File: config.mk
export PLATFORM = sky130hd
export DESIGN_NAME = ba_ctrl
export DESIGN_NICKNAME = d
export VERILOG_FILES = /design/src/ba_pkg.sv /design/src/ba_ctrl.sv
export SDC_FILE = /design/constraint.sdc
export NUM_CORES = 1
export LEC_CHECK = 0
export CAP_MARGIN = 0
export CELL_PAD_IN_SITES_DETAIL_PLACEMENT = 1
export CELL_PAD_IN_SITES_GLOBAL_PLACEMENT = 2
export CORE_AREA = 3 3 40 42
export CTS_CLUSTER_SIZE = 10
export DETAILED_ROUTE_END_ITERATION = 8
export DIE_AREA = 0 0 43 45
export DONT_BUFFER_PORTS = 1
export MAX_ROUTING_LAYER = met4
export PLACE_DENSITY = 0.72
export SYNTH_ARGS = -nofsm -noshare
export SYNTH_HDL_FRONTEND = slang
export SYNTH_SLANG_ARGS = --single-unit
File: constraint.sdc
create_clock -name clk -period 3.2 [get_ports clk]
set_clock_uncertainty 0.05 [all_clocks]
set_input_delay 0.48 -clock clk [delete_from_list [all_inputs] [get_ports clk]]
set_output_delay 0.48 -clock clk [all_outputs]
set_load 0.05 [all_outputs]
File: src/ba_pkg.sv
// Shared types and constants of the bitmap allocator.
// Depends on nothing; every other file of the block uses it.
package ba_pkg;

  localparam int MAP_BITS  = 8192;
  localparam int WORD_BITS = 64;
  localparam int MAP_WORDS = MAP_BITS / WORD_BITS;
  localparam int WORD_AW   = $clog2(MAP_WORDS);
  localparam int BIT_AW    = $clog2(WORD_BITS);
  localparam int IDX_W     = $clog2(MAP_BITS);

  // Configuration register indexes.
  localparam int CFG_AW = 1;
  localparam logic [CFG_AW-1:0] CFG_LOWEST  = 1'd0;
  localparam logic [CFG_AW-1:0] CFG_HIGHEST = 1'd1;

  localparam logic [IDX_W-1:0] LOWEST_RST  = IDX_W'(1);
  localparam logic [IDX_W-1:0] HIGHEST_RST = IDX_W'(MAP_BITS - 1);

  typedef enum logic [1:0] {
    OP_ALLOC = 2'd0,
    OP_FREE  = 2'd1,
    OP_TEST  = 2'd2,
    OP_RSVD  = 2'd3
  } opcode_t;

  typedef enum logic [1:0] {
    ST_OK    = 2'd0,
    ST_FULL  = 2'd1,
    ST_RANGE = 2'd2
  } status_t;

  typedef enum logic [2:0] {
    S_IDLE,
    S_DISPATCH,
    S_SCAN,
    S_ITEM,
    S_EMIT
  } state_t;

  // Controller to datapath.
  typedef struct packed {
    logic load;
    logic scan_start;
    logic rd_scan;
    logic rd_item;
    logic eval_alloc;
    logic eval_item;
    logic reject;
    logic emit;
  } ba_cmd_t;

  // Datapath to controller.
  typedef struct packed {
    opcode_t op;
    logic    range_ok;
    logic    scan_done;
    logic    slot_free;
  } ba_sts_t;

endpackage

File: src/ba_ctrl.sv
// Sequencing state machine of the bitmap allocator.
// Depends on ba_pkg; drives ba_dp through the command struct.
module ba_ctrl (
  input  logic            clk,
  input  logic            rst_n,
  input  logic            in_valid,
  output logic            in_ready,
  input  ba_pkg::ba_sts_t sts,
  output ba_pkg::ba_cmd_t cmd
);

  ba_pkg::state_t state_r, state_nxt;

  always_ff @(posedge clk) begin
    if (!rst_n) begin
      state_r <= ba_pkg::S_IDLE;
    end else begin
      state_r <= state_nxt;
    end
  end

  always_comb begin
    state_nxt = state_r;
    case (state_r)
      ba_pkg::S_IDLE: begin
        if (in_valid) state_nxt = ba_pkg::S_DISPATCH;
      end
      ba_pkg::S_DISPATCH: begin
        case (sts.op)
          ba_pkg::OP_ALLOC: state_nxt = ba_pkg::S_SCAN;
          ba_pkg::OP_FREE:  state_nxt = sts.range_ok ? ba_pkg::S_ITEM : ba_pkg::S_EMIT;
          ba_pkg::OP_TEST:  state_nxt = ba_pkg::S_ITEM;
          default:          state_nxt = ba_pkg::S_EMIT;
        endcase
      end
      ba_pkg::S_SCAN: begin
        if (sts.scan_done) state_nxt = ba_pkg::S_EMIT;
      end
      ba_pkg::S_ITEM: begin
        state_nxt = ba_pkg::S_EMIT;
      end
      ba_pkg::S_EMIT: begin
        if (sts.slot_free) state_nxt = ba_pkg::S_IDLE;
      end
      default: begin
        state_nxt = ba_pkg::S_IDLE;
      end
    endcase
  end

  always_comb begin
    cmd      = '0;
    in_ready = 1'b0;
    case (state_r)
      ba_pkg::S_IDLE: begin
        in_ready = 1'b1;
        cmd.load = in_valid;
      end
      ba_pkg::S_DISPATCH: begin
        case (sts.op)
          ba_pkg::OP_ALLOC: cmd.scan_start = 1'b1;
          ba_pkg::OP_FREE: begin
            cmd.rd_item = sts.range_ok;
            cmd.reject  = !sts.range_ok;
          end
          ba_pkg::OP_TEST:  cmd.rd_item = 1'b1;
          default:          cmd.reject  = 1'b1;
        endcase
      end
      ba_pkg::S_SCAN: begin
        cmd.rd_scan    = 1'b1;
        cmd.eval_alloc = sts.scan_done;
      end
      ba_pkg::S_ITEM: begin
        cmd.eval_item = 1'b1;
      end
      ba_pkg::S_EMIT: begin
        cmd.emit = sts.slot_free;
      end
      default: begin
        cmd = '0;
      end
    endcase
  end

endmodule

==> flow_metrics.env <==
export IMPL_status="finished, final reports clean"
export IMPL_die_area_um2=1940
export IMPL_path_class="flip-flop to output port"
export IMPL_worst_ep_required_time_ns=2.67
export IMPL_seq_area_frac_synth_pct=18.0
export IMPL_root_buffer="clkbuf_4"
export IMPL_avgSynthCellArea_um2=8.32
export IMPL_synth_fp_nets=53
export IMPL_p_per_area_nw_per_um2=500
export IMPL_syn_to_final_growth_pct=24.1
export IMPL_fp_dieW_um=43
export IMPL_num_antenna_cells=0
export IMPL_grt_overflow=0
export IMPL_detail_route_antenna_nets=0
export IMPL_synth_top_area_share_pct=18.8
export IMPL_end_kind="output port"
export IMPL_reg2reg_depth=3
export IMPL_grt_pass1_vias=317
export IMPL_core_um2=1280
export IMPL_critPathMaxStageDelay_ns=0.69
export IMPL_cts_num_sinks=3
export IMPL_tritoncts="done"
export IMPL_cp_cell_sequence="or3b_4 > nor3b_2"
export IMPL_hold_viol_final=0
export IMPL_peakVddDrop_v=0.000126
export IMPL_antenna_found_initial=0
export IMPL_grt_usage_pct=9.93
export IMPL_synth_area_leader_cell="ha_1"
export IMPL_timing_max_slew_rel_slack_pct=44.4
export IMPL_p_sw_share_pct=42.8
export IMPL_regMostFlops="state_r"
export IMPL_dp_hpwl_um=706
export IMPL_postCtsSetupBuffers=0
export IMPL_clock_path_buffers=2
export IMPL_maxSlewViolCount=0
export IMPL_rows=13
export IMPL_drive_gt1_share_pct=32.6
export IMPL_use_met1_pct=9.59
export IMPL_endpoint="cmd[4]"
export IMPL_htree_levels=1
export IMPL_cts_made_buffers=3
export IMPL_comb_power_share_pct=40.5
export IMPL_tns_ns=0
export IMPL_final_cell_mix="ha_1 (5), nor2_1 (4), buf_4 (4)"
export IMPL_crit_arrival_ns=1.85
export IMPL_syn_inst=40
export IMPL_reg_top3="state_r x3"
export IMPL_die_y_um=45
export IMPL_ctsResizeCount=0
export IMPL_final_common_cell="ha_1"
export IMPL_globalRouteMet2Util_pct=14.7
export IMPL_r2r_end="state_r[0]$_SDFFE_PN0P_"
export IMPL_power_net_switching_mw=0.0884
export IMPL_setup_violations=0
export IMPL_gr_usage_met3_pct=4.78
export IMPL_setup_slack_ns=0.822
export IMPL_fin_crit_sh_pct=74.3
export IMPL_period_minus_slack_ns=2.38
export IMPL_power_frac_clock_pct=33.9
export IMPL_synth_area_top_cells="ha_1 (19%), dfxtp_1 (18%), nor2b_1 (5.6%)"
export IMPL_cp_slowest_cell="nor3b_2"
export IMPL_layout_nets=60
export IMPL_wl_per_cell_um=14.0
export IMPL_vias=295
export IMPL_netlist_area_um2=333
export IMPL_hold_buffers=0
export IMPL_drc_errors=0
export IMPL_intPower_mw=0.118
export IMPL_p_seq_share_pct=25.7
export IMPL_clk_pin_slew_worst_paths_ns=0.03
export IMPL_hold_class="primary input to flip-flop"
export IMPL_pre_cts_slack_ns=1.06
export IMPL_r2r_setup_slack_ns=1.78
export IMPL_grt_max_degree=10
export IMPL_final_util_pct=32.1
export IMPL_start_util_pct=25.9
export IMPL_critPathLaunch="state_r[0]$_SDFFE_PN0P_"
export IMPL_r2r_start="state_r[1]$_SDFFE_PN0P_"
export IMPL_port_buffers=0
export IMPL_drtIter0Drc=2
export IMPL_p_leak_nw=0.184
export IMPL_rsz0062_at_grt="no"
export IMPL_finalWirelength_um=857
export IMPL_clk_latency_ns=0.24
export IMPL_grt_pass1_wl_um=1330
export IMPL_ys_warn_count=0
export IMPL_largest_register_ff_count=3
export IMPL_drt_pass1_iterations=3
export IMPL_fmax_mhz=421
export IMPL_place_congestion=0.660
export IMPL_io_pins=17
export IMPL_maxCapViolations=0
export IMPL_drt_vias_per_instance=4.84
export IMPL_crit_fanout=8
export IMPL_top_usage_layer="met2"
export IMPL_ys_ff_latch=3
export IMPL_worst_slew_pin_slew_ns=0.831
export IMPL_start_kind="flip-flop"
export IMPL_synth_distinct_cells=22
export IMPL_n_fill_cell=149
==> power groups by stage <==
stage | Combinational, mW | Sequential (mW) | Clock, mW
CTS | 0.0843 | 0.0531 | 0.0745
global placement | 0.0827 | 0.0529 | 0
floorplan | 0.0733 | 0.0460 | 0
detailed placement | 0.0839 | 0.0537 | 0
finish | 0.0835 | 0.0530 | 0.0700
global route | 0.0878 | 0.0550 | 0.0776
==> critical path, delay by kind of cell, from the launching register on <==
kind	cells	cell delay (ns)
flip-flops	1	0.46
AND/OR/NAND/NOR	2	1.14
==> cells in the mapped netlist <==
library cell,count
ha_1,5
nor2_1,4
dfxtp_1,3
inv_1,3
nor2b_1,3
a21oi_1,2
and2_1,2
buf_2,2
nor3b_1,2
o31ai_1,2
a2111oi_0,1
a211oi_2,1
a31oi_1,1
and3_1,1
and3b_2,1
mux2_2,1
mux2i_1,1
nand2_1,1
nor3_1,1
o21a_1,1
o21ba_2,1
or3b_4,1
==> routing by layer <==
metal,vias to the layer above,wire (µm)
li1,151,-
met5,-,0
met1,128,315
met4,0,25
met2,14,427
met3,2,89
==> cell type report <==
| class | count | area [µm²] | area share (%) |
|---|---|---|---|
| sequential | 3 | 60.1 | 14.5 |
| timing repair buffer | 4 | 30.0 | 7.27 |
| multi-input combinational | 32 | 267 | 64.5 |
| clock buffer | 4 | 26.3 | 6.36 |
| tap | 15 | 18.8 | 4.55 |
| inverter | 3 | 11.3 | 2.73 |
==> metrics by stage <==
step / instance area (µm²) / hold WS [ns] / total power, mW / std cells
floorplan: 333 / 0.500 / 0.119 / 40
global placement: 387 / 0.569 / 0.136 / 57
detailed placement: 387 / 0.579 / 0.138 / 57
CTS: 413 / 0.330 / 0.212 / 61
global route: 413 / 0.327 / 0.220 / 61
finish: 413 / 0.336 / 0.207 / 61
==> worst min path at each step <==
stage | start | endpoint | slack [ns] | depth (start not counted)
3_3_place_gp | rst_n | state_r[1]$_SDFFE_PN0P_ | 0.57 | 1
6_report | rst_n | state_r[1]$_SDFFE_PN0P_ | 0.34 | 1
4_1_cts | rst_n | state_r[1]$_SDFFE_PN0P_ | 0.33 | 1
5_1_grt | rst_n | state_r[1]$_SDFFE_PN0P_ | 0.33 | 1
2_1_floorplan | state_r[0]$_SDFFE_PN0P_ | state_r[0]$_SDFFE_PN0P_ | 0.50 | 1
3_5_place_dp | rst_n | state_r[1]$_SDFFE_PN0P_ | 0.58 | 1
==> cells by family (layout without fill, tap and decap cells) <==
logic type	Yosys count	count (layout)	synth area share, %
multiplexers	2	2	6.39
AND/OR/NAND/NOR	16	16	29.3
flip-flops	3	3	18.0
adder cells (fa/ha/maj)	5	5	18.8
buffers and inverters	5	11	6.39
AO/OA/AOI/OAI	9	9	21.1
No activity file was read; power rests on OpenSTA's default activity.
